[src/design/atas_pkg.sv]
// Package for the ATA PIO LBA28 sequencer: result record, codes, constants.
// Used by every module in design/; no dependencies.
package atas_pkg;

	localparam int WORDS_PER_SECTOR_DEF = 256;
	localparam int DRIVE_COUNT_DEF = 2;

	localparam logic [2:0] ACT_INIT = 3'd0;
	localparam logic [2:0] ACT_READ = 3'd1;
	localparam logic [2:0] ACT_WRITE = 3'd2;
	localparam logic [2:0] ACT_QUERY = 3'd3;
	localparam logic [2:0] ACT_STAT = 3'd4;
	localparam logic [2:0] ACT_DWORD = 3'd5;
	localparam logic [2:0] ACT_HWORD = 3'd6;

	localparam logic [2:0] OP_NONE = 3'd0;
	localparam logic [2:0] OP_WR = 3'd1;
	localparam logic [2:0] OP_STAT = 3'd2;
	localparam logic [2:0] OP_DRD = 3'd3;
	localparam logic [2:0] OP_DWR = 3'd4;

	localparam logic [1:0] RES_OK = 2'd0;
	localparam logic [1:0] RES_ERR = 2'd1;
	localparam logic [1:0] RES_NOT_READY = 2'd2;
	localparam logic [1:0] RES_BAD_PARAM = 2'd3;

	localparam logic [1:0] DS_OK = 2'd0;
	localparam logic [1:0] DS_NOINIT = 2'd1;
	localparam logic [1:0] DS_NODISK = 2'd2;

	localparam logic [2:0] REG_DATA = 3'd0;
	localparam logic [2:0] REG_COUNT = 3'd2;
	localparam logic [2:0] REG_LBA_LO = 3'd3;
	localparam logic [2:0] REG_LBA_MID = 3'd4;
	localparam logic [2:0] REG_LBA_HI = 3'd5;
	localparam logic [2:0] REG_SEL = 3'd6;
	localparam logic [2:0] REG_CMD = 3'd7;

	localparam logic [7:0] SEL_BASE = 8'hE0;
	localparam logic [31:0] LBA_MAX = 32'h0FFF_FFFF;
	localparam logic [3:0] LBA_TOP_MASK = 4'hF;
	localparam logic [7:0] CMD_READ = 8'h20;
	localparam logic [7:0] CMD_WRITE = 8'h30;

	localparam logic [1:0] CFG_D0 = 2'd0;
	localparam logic [1:0] CFG_D1 = 2'd1;
	localparam logic [1:0] CFG_LIMIT = 2'd2;

	typedef struct packed {
		logic [2:0] bus_op;
		logic [2:0] reg_addr;
		logic [15:0] bus_data;
		logic [15:0] read_word;
		logic read_word_valid;
		logic done_res;
		logic [1:0] outcome;
		logic [1:0] drive_state;
		logic last;
	} res_t;

	// Classified input item handed from front to back.
	typedef struct packed {
		logic [2:0] action;
		logic drive;
		logic [31:0] lba;
		logic [7:0] sector_count;
		logic [7:0] device_status;
		logic [15:0] device_word;
		logic [15:0] host_word;
	} item_t;

	function automatic res_t res_make(logic [2:0] op, logic [2:0] addr, logic [15:0] data);
		res_t r;
		r = '0;
		r.bus_op = op;
		r.reg_addr = addr;
		r.bus_data = data;
		return r;
	endfunction

endpackage

[src/design/atas_front.sv]
// Front end: input skid queue of two items holding accepted items.
// Depends on atas_pkg.
module atas_front (
	input logic clk,
	input logic arst_n,
	input logic push,
	output logic full,
	input atas_pkg::item_t in_item,
	output logic item_valid,
	output atas_pkg::item_t item,
	input logic item_take
);
	import atas_pkg::*;

	item_t slot_q [2];
	logic [1:0] cnt_q;
	logic rd_q, wr_q;

	assign full = cnt_q[1];
	assign item_valid = cnt_q != 2'd0;
	assign item = slot_q[rd_q];

	always_ff @(posedge clk) begin
		if (push && !full) slot_q[wr_q] <= in_item;
	end

	always_ff @(posedge clk or negedge arst_n) begin
		if (!arst_n) begin
			cnt_q <= '0;
			rd_q <= 1'b0;
			wr_q <= 1'b0;
		end else begin
			if (push && !full) wr_q <= ~wr_q;
			if (item_take && item_valid) rd_q <= ~rd_q;
			cnt_q <= cnt_q + 2'(push && !full) - 2'(item_take && item_valid);
		end
	end
endmodule

[src/design/atas_outq.sv]
// Result queue: stores result beats until popped.
// Depends on atas_pkg.
module atas_outq #(
	parameter int DEPTH = 16
) (
	input logic clk,
	input logic arst_n,
	input logic wr_en,
	input atas_pkg::res_t wr_data,
	output logic [$clog2(DEPTH+1)-1:0] count,
	output logic empty,
	input logic pop,
	output atas_pkg::res_t rd_data
);
	import atas_pkg::*;

	localparam int AW = $clog2(DEPTH);
	res_t mem_q [DEPTH];
	logic [AW-1:0] rp_q, wp_q;
	logic [$clog2(DEPTH+1)-1:0] cnt_q;

	assign count = cnt_q;
	assign empty = cnt_q == '0;
	assign rd_data = mem_q[rp_q];

	always_ff @(posedge clk) begin
		if (wr_en) mem_q[wp_q] <= wr_data;
	end

	always_ff @(posedge clk or negedge arst_n) begin
		if (!arst_n) begin
			rp_q <= '0;
			wp_q <= '0;
			cnt_q <= '0;
		end else begin
			if (wr_en) wp_q <= wp_q + 1'b1;
			if (pop && !empty) rp_q <= rp_q + 1'b1;
			cnt_q <= cnt_q + ($bits(cnt_q))'(wr_en) - ($bits(cnt_q))'(pop && !empty);
		end
	end
endmodule

[src/design/atas_back.sv]
// Back end: sequencer that turns one item into up to six result beats,
// one beat per cycle while room is high. Depends on atas_pkg.
module atas_back #(
	parameter int WORDS_PER_SECTOR = atas_pkg::WORDS_PER_SECTOR_DEF,
	parameter int DRIVE_COUNT = atas_pkg::DRIVE_COUNT_DEF
) (
	input logic clk,
	input logic arst_n,
	input logic drive0_present,
	input logic drive1_present,
	input logic [31:0] poll_limit,
	input logic item_valid,
	input atas_pkg::item_t item,
	output logic item_take,
	input logic room,
	output logic res_wr,
	output atas_pkg::res_t res
);
	import atas_pkg::*;

	localparam int WW = $clog2(WORDS_PER_SECTOR + 1);
	localparam logic [4:0] PH_IDLE = 5'd0, PH_B0 = 5'd1, PH_B1 = 5'd2, PH_C1 = 5'd3,
		PH_B2 = 5'd4, PH_C2 = 5'd5, PH_B3 = 5'd6, PH_C3 = 5'd7, PH_RDATA = 5'd8,
		PH_WDATA = 5'd9, PH_FINAL = 5'd10;

	logic [4:0] phase_q, phase_n;
	logic drv_q, wr_q, bad_q;
	logic [27:0] sec_q;
	logic [7:0] left_q;
	logic [WW-1:0] words_q;
	logic [31:0] poll_q;
	logic [1:0] init_q;
	// burst of pending beats for the current item
	res_t beats [7];
	logic [2:0] nb, idx_q;
	logic busy_q;
	item_t it_q;

	logic pres, inited;
	logic [7:0] st;
	logic [7:0] selv;
	logic cw_done;
	logic [WW-1:0] words_n;
	logic [7:0] left_n;
	logic [31:0] poll_n;
	logic [1:0] init_n;
	logic drv_n, wr_n, bad_n;
	logic [27:0] sec_n;

	always_comb begin
		pres = (int'(it_q.drive) < DRIVE_COUNT) &&
			(it_q.drive ? drive1_present : drive0_present);
		inited = (int'(it_q.drive) < DRIVE_COUNT) && init_q[it_q.drive];
	end

	always_comb begin
		logic [7:0] vdrv;
		logic tmo;
		vdrv = SEL_BASE | {3'b000, drv_q, 4'b0000};
		st = it_q.device_status;
		selv = SEL_BASE | {3'b000, it_q.drive, 4'b0000};
		for (int i = 0; i < 7; i++) beats[i] = '0;
		nb = '0;
		phase_n = phase_q;
		words_n = words_q;
		left_n = left_q;
		poll_n = poll_q;
		init_n = init_q;
		drv_n = drv_q;
		wr_n = wr_q;
		bad_n = bad_q;
		sec_n = sec_q;
		cw_done = 1'b0;
		tmo = poll_q >= poll_limit;
		if (it_q.action == ACT_QUERY) begin
			beats[0] = '0;
			beats[0].drive_state = pres ? (inited ? DS_OK : DS_NOINIT) : DS_NODISK;
			nb = 3'd1;
		end else if (phase_q == PH_IDLE) begin
			if (it_q.action == ACT_INIT) begin
				nb = 3'd1;
				if (inited) beats[0] = '0;
				else if (pres) begin
					init_n[it_q.drive] = 1'b1;
					beats[0] = res_make(OP_WR, REG_SEL, {8'h00, selv});
				end else begin
					beats[0] = '0;
					beats[0].drive_state = DS_NODISK;
				end
			end else if (it_q.action == ACT_READ || it_q.action == ACT_WRITE) begin
				drv_n = it_q.drive;
				wr_n = it_q.action == ACT_WRITE;
				bad_n = (it_q.sector_count == 8'd0) || (it_q.lba > LBA_MAX);
				sec_n = it_q.lba[27:0];
				left_n = it_q.sector_count;
				words_n = '0;
				poll_n = '0;
				beats[0] = res_make(OP_WR, REG_SEL, {8'h00, selv});
				beats[1] = res_make(OP_STAT, REG_CMD, 16'h0);
				nb = 3'd2;
				phase_n = PH_B0;
			end
		end else if (it_q.action == ACT_STAT) begin
			unique case (phase_q)
				PH_B0: begin
					if (st[7] && !tmo) begin
						poll_n = poll_q + 32'd1;
						beats[0] = res_make(OP_STAT, REG_CMD, 16'h0);
						nb = 3'd1;
					end else if (bad_q) begin
						beats[0] = '0; beats[0].done_res = 1'b1;
						beats[0].outcome = RES_BAD_PARAM; nb = 3'd1; phase_n = PH_IDLE;
					end else if (!((int'(drv_q) < DRIVE_COUNT) &&
						(drv_q ? drive1_present : drive0_present) && init_q[drv_q])) begin
						beats[0] = '0; beats[0].done_res = 1'b1;
						beats[0].outcome = RES_NOT_READY; nb = 3'd1; phase_n = PH_IDLE;
					end else begin
						poll_n = '0;
						beats[0] = res_make(OP_STAT, REG_CMD, 16'h0);
						nb = 3'd1; phase_n = PH_B1;
					end
				end
				PH_B1, PH_B2, PH_B3: begin
					nb = 3'd1;
					if (st[7] && tmo) begin
						beats[0] = '0; beats[0].done_res = 1'b1;
						beats[0].outcome = RES_ERR; phase_n = PH_IDLE;
					end else if (st[7]) begin
						poll_n = poll_q + 32'd1;
						beats[0] = res_make(OP_STAT, REG_CMD, 16'h0);
					end else begin
						beats[0] = res_make(OP_STAT, REG_CMD, 16'h0);
						phase_n = phase_q + 5'd1;
					end
				end
				PH_C1: begin
					if (!st[6]) begin
						beats[0] = '0; beats[0].done_res = 1'b1;
						beats[0].outcome = RES_ERR; nb = 3'd1; phase_n = PH_IDLE;
					end else begin
						beats[0] = res_make(OP_WR, REG_SEL,
							{8'h00, vdrv | {4'h0, sec_q[27:24] & LBA_TOP_MASK}});
						beats[1] = res_make(OP_STAT, REG_CMD, 16'h0);
						nb = 3'd2; poll_n = '0; phase_n = PH_B2;
					end
				end
				PH_C2: begin
					if (!st[6]) begin
						beats[0] = '0; beats[0].done_res = 1'b1;
						beats[0].outcome = RES_ERR; nb = 3'd1; phase_n = PH_IDLE;
					end else begin
						beats[0] = res_make(OP_WR, REG_LBA_HI, {8'h00, sec_q[23:16]});
						beats[1] = res_make(OP_WR, REG_LBA_MID, {8'h00, sec_q[15:8]});
						beats[2] = res_make(OP_WR, REG_LBA_LO, {8'h00, sec_q[7:0]});
						beats[3] = res_make(OP_WR, REG_COUNT, {8'h00, left_q});
						beats[4] = res_make(OP_WR, REG_CMD,
							{8'h00, wr_q ? CMD_WRITE : CMD_READ});
						beats[5] = res_make(OP_STAT, REG_CMD, 16'h0);
						nb = 3'd6; poll_n = '0; phase_n = PH_B3;
					end
				end
				PH_C3: begin
					if (!st[3]) begin
						beats[0] = '0; beats[0].done_res = 1'b1;
						beats[0].outcome = RES_ERR; nb = 3'd1; phase_n = PH_IDLE;
					end else begin
						words_n = WW'(WORDS_PER_SECTOR);
						if (wr_q) phase_n = PH_WDATA;
						else begin
							beats[0] = res_make(OP_DRD, REG_DATA, 16'h0);
							nb = 3'd1; phase_n = PH_RDATA;
						end
					end
				end
				PH_FINAL: begin
					beats[0] = '0; beats[0].done_res = 1'b1;
					beats[0].outcome = RES_OK; nb = 3'd1; phase_n = PH_IDLE;
				end
				default: ;
			endcase
		end else if ((it_q.action == ACT_DWORD && phase_q == PH_RDATA) ||
			(it_q.action == ACT_HWORD && phase_q == PH_WDATA)) begin
			// count one word; wrap to a fresh sector unless this was the last
			words_n = (words_q != '0) ? words_q - 1'b1 : words_q;
			if (words_n == '0) begin
				left_n = (left_q != 8'd0) ? left_q - 8'd1 : left_q;
				if (left_n == 8'd0) cw_done = 1'b1;
				else words_n = WW'(WORDS_PER_SECTOR);
			end
			if (phase_q == PH_RDATA) begin
				beats[0] = res_make(cw_done ? OP_STAT : OP_DRD,
					cw_done ? REG_CMD : REG_DATA, 16'h0);
				beats[0].read_word = it_q.device_word;
				beats[0].read_word_valid = 1'b1;
				nb = 3'd1;
			end else begin
				beats[0] = res_make(OP_DWR, REG_DATA, it_q.host_word);
				beats[1] = res_make(OP_STAT, REG_CMD, 16'h0);
				nb = cw_done ? 3'd2 : 3'd1;
			end
			if (cw_done) phase_n = PH_FINAL;
		end
	end

	// Load an item, compute its beats in the next cycle, stream them one a cycle while room is high.
	logic [4:0] ph_s;
	res_t hold_q [7];
	logic [2:0] cnt_q;

	assign item_take = item_valid && !busy_q && (cnt_q == 3'd0 || (idx_q + 3'd1 == cnt_q && room));
	assign res_wr = cnt_q != 3'd0 && room;
	always_comb begin
		res = hold_q[idx_q];
		res.last = idx_q + 3'd1 == cnt_q;
	end
	assign ph_s = phase_n;

	always_ff @(posedge clk) begin
		if (item_take) it_q <= item;
		if (busy_q) for (int i = 0; i < 7; i++) hold_q[i] <= beats[i];
	end

	always_ff @(posedge clk or negedge arst_n) begin
		if (!arst_n) begin
			phase_q <= PH_IDLE; drv_q <= 1'b0; wr_q <= 1'b0; bad_q <= 1'b0;
			sec_q <= '0; left_q <= '0; words_q <= '0; poll_q <= '0; init_q <= '0;
			busy_q <= 1'b0; idx_q <= '0; cnt_q <= '0;
		end else begin
			if (res_wr) begin
				if (idx_q + 3'd1 == cnt_q) begin
					cnt_q <= '0; idx_q <= '0;
				end else idx_q <= idx_q + 3'd1;
			end
			busy_q <= item_take;
			if (busy_q) begin
				phase_q <= ph_s; drv_q <= drv_n; wr_q <= wr_n; bad_q <= bad_n;
				sec_q <= sec_n; left_q <= left_n; words_q <= words_n; poll_q <= poll_n;
				init_q <= init_n; cnt_q <= nb; idx_q <= '0;
			end
		end
	end
endmodule

[src/design/ata_pio_lba28_command_sequencer_core.sv]
// ATA PIO LBA28 task-file sequencer, host side, two drives.
// An accepted item is registered in the back end, its beats are computed and held, then
// streamed out; a new item can be taken in the same cycle as the current last beat is written.
// The back sequencer emits one beat per cycle into the result queue while it has room.
// Reset (arst_n low, async): sequencer idle, no drive initialized, queues empty,
// drives absent, poll limit 65535.
module ata_pio_lba28_command_sequencer_core #(
	parameter int WORDS_PER_SECTOR = atas_pkg::WORDS_PER_SECTOR_DEF,
	parameter int DRIVE_COUNT = atas_pkg::DRIVE_COUNT_DEF
) (
	input logic clk,
	input logic arst_n,
	input logic push,
	output logic full,
	input logic [2:0] action,
	input logic drive,
	input logic [31:0] lba,
	input logic [7:0] sector_count,
	input logic [7:0] device_status,
	input logic [15:0] device_word,
	input logic [15:0] host_word,
	output logic empty,
	input logic pop,
	output logic [2:0] bus_op,
	output logic [2:0] reg_addr,
	output logic [15:0] bus_data,
	output logic [15:0] read_word,
	output logic read_word_valid,
	output logic done_res,
	output logic [1:0] outcome,
	output logic [1:0] drive_state,
	output logic last,
	input logic cfg_valid,
	output logic cfg_ready,
	input logic [1:0] cfg_index,
	input logic [31:0] cfg_data
);
	import atas_pkg::*;

	localparam int QD = 16;

	item_t in_item, item;
	logic item_valid, item_take, res_wr, room;
	res_t res, q_out;
	logic [$clog2(QD+1)-1:0] q_cnt;
	logic d0_q, d1_q;
	logic [31:0] limit_q;

	assign cfg_ready = 1'b1;
	// Hold config registers; the user must write them only while idle; the block does not enforce it.
	always_ff @(posedge clk or negedge arst_n) begin
		if (!arst_n) begin
			d0_q <= 1'b0; d1_q <= 1'b0; limit_q <= 32'd65535;
		end else if (cfg_valid) begin
			if (cfg_index == CFG_D0) d0_q <= cfg_data[0];
			if (cfg_index == CFG_D1) d1_q <= cfg_data[0];
			if (cfg_index == CFG_LIMIT) limit_q <= cfg_data;
		end
	end

	assign in_item = '{action: action, drive: drive, lba: lba, sector_count: sector_count,
		device_status: device_status, device_word: device_word, host_word: host_word};

	atas_front u_front (.clk, .arst_n, .push, .full, .in_item, .item_valid, .item, .item_take);

	// Write a beat only while the result queue has a free slot; hold the burst otherwise.
	assign room = int'(q_cnt) < QD;

	atas_back #(.WORDS_PER_SECTOR(WORDS_PER_SECTOR), .DRIVE_COUNT(DRIVE_COUNT)) u_back (
		.clk, .arst_n, .drive0_present(d0_q), .drive1_present(d1_q), .poll_limit(limit_q),
		.item_valid, .item, .item_take, .room, .res_wr, .res);

	atas_outq #(.DEPTH(QD)) u_outq (.clk, .arst_n, .wr_en(res_wr), .wr_data(res),
		.count(q_cnt), .empty, .pop, .rd_data(q_out));

	assign bus_op = q_out.bus_op;
	assign reg_addr = q_out.reg_addr;
	assign bus_data = q_out.bus_data;
	assign read_word = q_out.read_word;
	assign read_word_valid = q_out.read_word_valid;
	assign done_res = q_out.done_res;
	assign outcome = q_out.outcome;
	assign drive_state = q_out.drive_state;
	assign last = q_out.last;
endmodule

[config.mk]
export PLATFORM = sky130hd
export DESIGN_NAME = ata_pio_lba28_command_sequencer_core
export DESIGN_NICKNAME = d
export VERILOG_FILES = /design/src/design/atas_pkg.sv /design/src/design/atas_front.sv /design/src/design/atas_outq.sv /design/src/design/atas_back.sv /design/src/design/ata_pio_lba28_command_sequencer_core.sv
export SDC_FILE = /design/constraint.sdc
export NUM_CORES = 1
export LEC_CHECK = 0
export ABC_AREA = 0
export BUFFER_PORTS_ARGS = -buffer_cell sky130_fd_sc_hd__buf_2
export CAP_MARGIN = 15
export CORE_MARGIN = 4
export CORE_UTILIZATION = 39
export CTS_BUF_LIST = sky130_fd_sc_hd__clkbuf_4
export DETAILED_ROUTE_END_ITERATION = 8
export MAX_ROUTING_LAYER = met4
export SLEW_MARGIN = 20
export SYNTH_ARGS = -nofsm -noshare
export SYNTH_HDL_FRONTEND = slang
export SYNTH_SLANG_ARGS = --single-unit
[constraint.sdc]
create_clock -name clk -period 4.5 [get_ports clk]
set_clock_uncertainty 0.2 [all_clocks]
set_input_delay 0.225 -clock clk [delete_from_list [all_inputs] [get_ports clk]]
set_output_delay 0.225 -clock clk [all_outputs]
set_load 0.02 [all_outputs]
Yosys cells after proc, flatten, opt, wreduce, memory -nomap -nowiden
Memory sizes are Yosys's and may differ from the RTL's. A register that Yosys moved wholly into a read port is not among the register bits.
Index checks and enable logic that the tools add are counted.
{"block": "word_totals", "regBits": 145, "ram_bits": 1203, "inputBits": 123, "out_inout_bits": 48, "word_cells": 249, "n_memories": 3}
{"name": "u_outq.mem_q", "depth": 16, "word_bits": 45, "rd": 1, "rd_clocked_by_memory_dff": 0, "write_ports": 1, "line": "atas_outq.sv:18", "rtl": "res_t mem_q [DEPTH];"}
{"name": "u_back.hold_q", "depth": 7, "word_bits": 45, "rd": 1, "rd_clocked_by_memory_dff": 0, "write_ports": 7, "line": "atas_back.sv:207", "rtl": "res_t hold_q [7];"}
{"name": "u_front.slot_q", "depth": 2, "word_bits": 84, "rd": 1, "rd_clocked_by_memory_dff": 1, "write_ports": 1, "line": "atas_front.sv:15", "rtl": "item_t slot_q [2];"}
{"block": "classes", "add_sub_neg": 11, "magnitude_cmp": 6, "n_eq_ne": 32, "muxes": 115, "bitwise": 7, "n_reduce_logical": 54}
{"cell": "$mux 180", "count": 3}
{"cell": "$mux 45", "count": 8}
{"cell": "$mux 32", "count": 10}
{"cell": "$mux 90", "count": 3}
{"cell": "$pmux 45 s6", "count": 1}
{"cell": "$mux 225", "count": 1}
{"cell": "$mux 223", "count": 1}
{"cell": "$mux 44", "count": 5}
{"cell": "$mux 43", "count": 3}
{"cell": "$pmux 32 s3", "count": 1}
{"cell": "$mux 9", "count": 10}
{"cell": "$pmux 45 s2", "count": 1}
{"cell": "$mux 88", "count": 1}
{"cell": "$mux 5", "count": 12}
{"cell": "$mux 8", "count": 7}
{"cell": "$mux 3", "count": 17}
{"cell": "$add 32x1->32 const B", "count": 1}
{"cell": "$ge 32x32->1", "count": 1}
{"cell": "$gt 32x28->1 const B", "count": 1}
{"cell": "$pmux 5 s6", "count": 1}
{"cell": "$mux 1", "count": 23}
{"cell": "$eq 5x3->1 const B", "count": 4}
{"cell": "$logic_not 8->1", "count": 2}
{"cell": "$eq 5x4->1 const B", "count": 3}
{"cell": "other kinds (56)", "count": 105}

Longest topological paths before layout
{"block": "logic_depth", "word_depth": 16, "mapped_depth": 15}

Hierarchy
From an unflattened synthesis, not the netlist that was laid out.
{"block": "hier_totals", "hier_cells": 2608, "hier_area_um2": 47475.5}
{"module": "atas_outq", "instances": 1, "cells_per_inst": 1183, "area_each_um2": 27620.2}
{"module": "atas_back", "instances": 1, "cells_per_inst": 1067, "area_each_um2": 12134.1}
{"module": "atas_front", "instances": 1, "cells_per_inst": 281, "area_each_um2": 6271.0}
{"module": "ata_pio_lba28_command_sequencer_core", "instances": 1, "cells_per_inst": 77, "area_each_um2": 1450.1}

Worst setup path after synthesis
OpenSTA, ideal clock, no wires.
{"block": "synth_path", "path_type": "flip-flop to flip-flop", "startpoint": "register u_front.cnt_q[1]", "endpoint": "memory u_front.slot_q[0][0] (netlist bit), enable pin", "arrival_time_ns": 4.004, "required_ns": 3.783, "path_slack_ns": -0.221, "path_stages_with_launch": 3, "n_path_buf": 0, "synth_period_minus_slack_ns": 4.721, "path_cell_list": "dfrtp_1 -> nand2b_1 -> nor2_1"}
{"block": "synth_between", "elab_chain_cells": 4}
{"item": "from (decl)", "line": "atas_front.sv:16", "rtl": "logic [1:0] cnt_q;"}
{"item": "from (signal assigned)", "line": "atas_front.sv:35", "rtl": "cnt_q <= cnt_q + 2'(push && !full) - 2'(item_take && item_valid);"}
{"item": "$logic_not 1->1", "line": "atas_front.sv:24", "rtl": "if (push && !full) slot_q[wr_q] <= in_item;"}
{"item": "$logic_and 1x1->1", "line": "atas_front.sv:24"}
{"item": "$mux 1", "line": "atas_front.sv:24"}
{"item": "$mux 1 (implied by the code)", "line": "atas_front.sv:24"}
{"item": "to (decl)", "line": "atas_front.sv:15"}
Every way passes these cells.

Final worst setup path
{"block": "layout_path", "startpoint": "register u_outq.rp_q[0]", "endpoint": "output port reg_addr[0]"}
{"block": "layout_between", "elab_chain_cells": 1}
{"item": "from (decl)", "line": "atas_outq.sv:19", "rtl": "logic [AW-1:0] rp_q, wp_q;"}
{"item": "from (signal assigned)", "line": "atas_outq.sv:37", "rtl": "if (pop && !empty) rp_q <= rp_q + 1'b1;"}
{"item": "$mem_v2 16x45"}
{"item": "to (decl)", "line": "ata_pio_lba28_command_sequencer_core.sv:25", "rtl": "output logic [2:0] reg_addr,"}
Every way passes these cells.

==> results.sh <==
export IMPL_synth_area_top_cells="edfxtp_1 (66%), mux4_2 (11%), dfrtp_1 (6.9%)"
export IMPL_hold_ws_ns=0.132
export IMPL_synth_nets=2731
export IMPL_clkSinkCount=1175
export IMPL_synth_ff_type="edfxtp_1"
export IMPL_arrival_ns=3.70
export IMPL_setup_tns_ns=0
export IMPL_hold_path_class="primary input to register"
export IMPL_yosysTopAreaCellShare=0.659
export IMPL_drtAntennaViolNets=0
export IMPL_ys_seq_area_frac=0.737
export IMPL_grt_setup_unrepaired="false"
export IMPL_ir_drop_mv=0.573
export IMPL_ctsResizeCount=0
export IMPL_swShare=0.317
export IMPL_die_area_mm2=0.126
export IMPL_crit_path_start_kind="register"
export IMPL_critPathCaptureType="output port"
export IMPL_fmax_mhz=242
export IMPL_fin_crit_sh=0.918
export IMPL_drive_gt1_frac=0.313
export IMPL_async_flop_share=0.123
export IMPL_syn2layout_area_growth_pct=20.8
export IMPL_fp_coreArea_mm2=0.120
export IMPL_grt_max_degree=136
export IMPL_die_h_um=355
export IMPL_cap_viol_max_count=0
export IMPL_period_needed_ns=4.13
export IMPL_vias_per_cell=5.18
export IMPL_switchingPower_mw=10.8
export IMPL_cts_root_buf="clkbuf_4"
export IMPL_clk_pin_slew_ns=0.06
export IMPL_grt_usage=0.180
export IMPL_comb_power_share=0.281
export IMPL_grt_pass1_wl_mm=167
export IMPL_critPathMaxFanout=18
export IMPL_nNetsFinal=3440
export IMPL_place_gp_congestion=0.849
export IMPL_cts_tree="done"
export IMPL_p_int_mw=23.2
export IMPL_wl_per_cell_um=21.5
export IMPL_grt_pass1_vias=28200
export IMPL_synth_cell_types=75
export IMPL_finalHoldViolations=0
export IMPL_antenna_found_initial=5
export IMPL_ios=171
export IMPL_yosys_area_top_type="edfxtp_1"
export IMPL_netlist_area_mm2=0.0469
export IMPL_status="complete, no violations"
export IMPL_leakagePower_nw=20.2
export IMPL_die_x_um=355
export IMPL_post_route_drc_count=0
export IMPL_worst_pin_slew_ns=1.08
export IMPL_powerDensity_mw_per_mm2=600
export IMPL_seqPwrFrac=0.462
export IMPL_port_buffers=164
export IMPL_pwr_share_clk=0.257
export IMPL_synth_edf_count=1030
export IMPL_num_rows=127
export IMPL_vias=26300
export IMPL_drt_pass1_iter_count=5
export IMPL_drt_iter0_drc=2098
export IMPL_overflow=0
export IMPL_htreeDepth=5
export IMPL_synth_seq_cells=1175
export IMPL_routed_wl_mm=109
export IMPL_cts_buffers=315
export IMPL_insertion_delay_ns=1.18
export IMPL_initial_core_util=0.392
export IMPL_finalSetupViolCount=0
export IMPL_clk_path_buf_depth=4
export IMPL_dp_hpwl_mm=59.2
export IMPL_avgSynthCellArea_um2=18.4
export IMPL_slew_headroom=0.282
export IMPL_yosysWarnings=0
export IMPL_drv_slew=0
export IMPL_crit_type="register to output port"
export IMPL_synth_cells=2553
export IMPL_required_ns=4.07
[flip-flops by register name, summed over array words and instances, names as in the netlist, 8 cells and up]
register,cells
u_outq.mem_q,720
u_front.slot_q,158
u_back.it_q,76
u_back.hold_q,73
limit_q,32
u_back.poll_q,32
u_back.sec_q,28
u_back.words_q,9
u_back.left_q,8
[logic make-up (layout without fill, tap and decap cells)]
kind of cell | count (synthesis) | count (layout) | synth area share
AOI/OAI and AO/OA | 258 | 258 | 0.0341
muxes | 360 | 360 | 0.142
and+or+nand+nor | 496 | 496 | 0.0537
buffers and inverters | 188 | 1094 | 0.0153
xor gates and xnor gates | 20 | 20 | 0.00373
DFF | 1175 | 1175 | 0.737
adders and majority gates | 55 | 55 | 0.0148
other | 1 | 12 | 0.0000799
[critical path, cell delays in order, from the launching register on]
cell	delay, ns
dfrtp_4	0.78
buf_4	0.41
mux4_2	0.55
mux4_2	0.60
buf_2	0.21
[what timing repair did]
item                       CTS  global route
setup endpoints to repair    2             0
hold endpoints to repair   436             0
hold buffers               297             0
buffers inserted             1             0
[power by group through the flow]
| stage | sequential [mW] | combinational [mW] | clock (mW) |
|---|---|---|---|
| 3_5_place_dp | 16.0 | 9.40 | 0 |
| 6_report | 15.7 | 9.58 | 8.73 |
| 2_1_floorplan | 15.2 | 6.72 | 0 |
| 4_1_cts | 15.7 | 9.75 | 8.99 |
| 5_1_grt | 15.9 | 10.4 | 9.64 |
| 3_3_place_gp | 15.9 | 9.10 | 0 |
[area by class of cell]
class	count	area [µm²]
multi-input cells	1190	11700
clock inverters	62	274
clock buffers	452	3390
well taps	1612	2020
fillers	10100	63000
inverters	73	274
diodes	11	27.5
repair buffers	507	4370
flip-flops and latches	1175	34600
[cells in the mapped netlist, drive strengths merged, types with 4 or more instances]
| cell | number |
|---|---|
| dfstp | 16 |
| and3 | 15 |
| o22ai | 9 |
| mux2 | 118 |
| inv | 73 |
| mux4 | 231 |
| a31oi | 27 |
| clkbuf | 94 |
| nand2b | 19 |
| o211ai | 9 |
| nor3b | 4 |
| a22oi | 9 |
| and2 | 109 |
| a21o | 12 |
| o21ai | 59 |
| edfxtp | 1030 |
| xnor2 | 14 |
| nand3b | 4 |
| or2 | 5 |
| buf | 21 |
| a211oi | 4 |
| or4b | 5 |
| nand4 | 16 |
| dfrtp | 129 |
| o21a | 4 |
| mux2i | 11 |
| nor4 | 9 |
| or4 | 4 |
| nand2 | 167 |
| nor2 | 63 |
| xor2 | 6 |
| ha | 54 |
| or3 | 9 |
| o31ai | 4 |
| nor3 | 15 |
| a21oi | 82 |
| a41oi | 7 |
| nand3 | 40 |
[placed cells by master, fill, tap and decap left out, types with 18 or more instances in the layout]
cell,n
clkinv_1,47
and2_1,91
buf_2,163
buf_12,18
nand2_1,167
mux4_2,231
dfrtp_1,123
nand3_1,39
mux2_2,116
clkbuf_4,452
a21oi_1,80
o21ai_0,58
ha_1,54
inv_1,73
a31oi_1,27
dlygate4sd3_1,297
nand2b_1,19
edfxtp_1,1030
nor2_1,61
buf_4,28
[layer usage]
layer  vias to the layer above  wire length, µm  GRT usage
li1                      11700                -          -
met1                     13400            46400      0.232
met2                       987            54200      0.288
met3                       214             6400     0.0325
met4                         0             2590     0.0661
met5                         -                0          -
[path summary, 6_finish.rpt]
check	startpoint	endpoint	slack (ns)	depth (start not counted)
setup / recovery	u_outq.rp_q[0]	reg_addr[0]	0.37	4
hold / removal	device_status[7]	u_front.slot_q[1][39]	0.13	3
setup reg to reg	limit_q[15]	u_back.poll_q[13]	0.55	10
hold reg to reg	u_back.it_q[58]	u_back.sec_q[10]	0.19	2
max in group asynchronous	arst_n	u_outq.rp_q[1]	2.36	5
min in group asynchronous	arst_n	u_back.sec_q[11]	0.51	4
[stage by stage]
stage	instance area, µm²	utilization	total power, mW	instances	worst slack, ns
3_5_place_dp	50000	0.418	25.4	4259	0.623
5_1_grt	56700	0.474	36.0	5081	0.169
3_3_place_gp	50000	0.418	25.0	4259	0.672
6_report	56700	0.474	34.0	5082	0.370
2_1_floorplan	46900	-	21.9	2553	0.358
4_1_cts	56600	0.473	34.5	5071	0.208
Power figures use the tool's default switching activity.
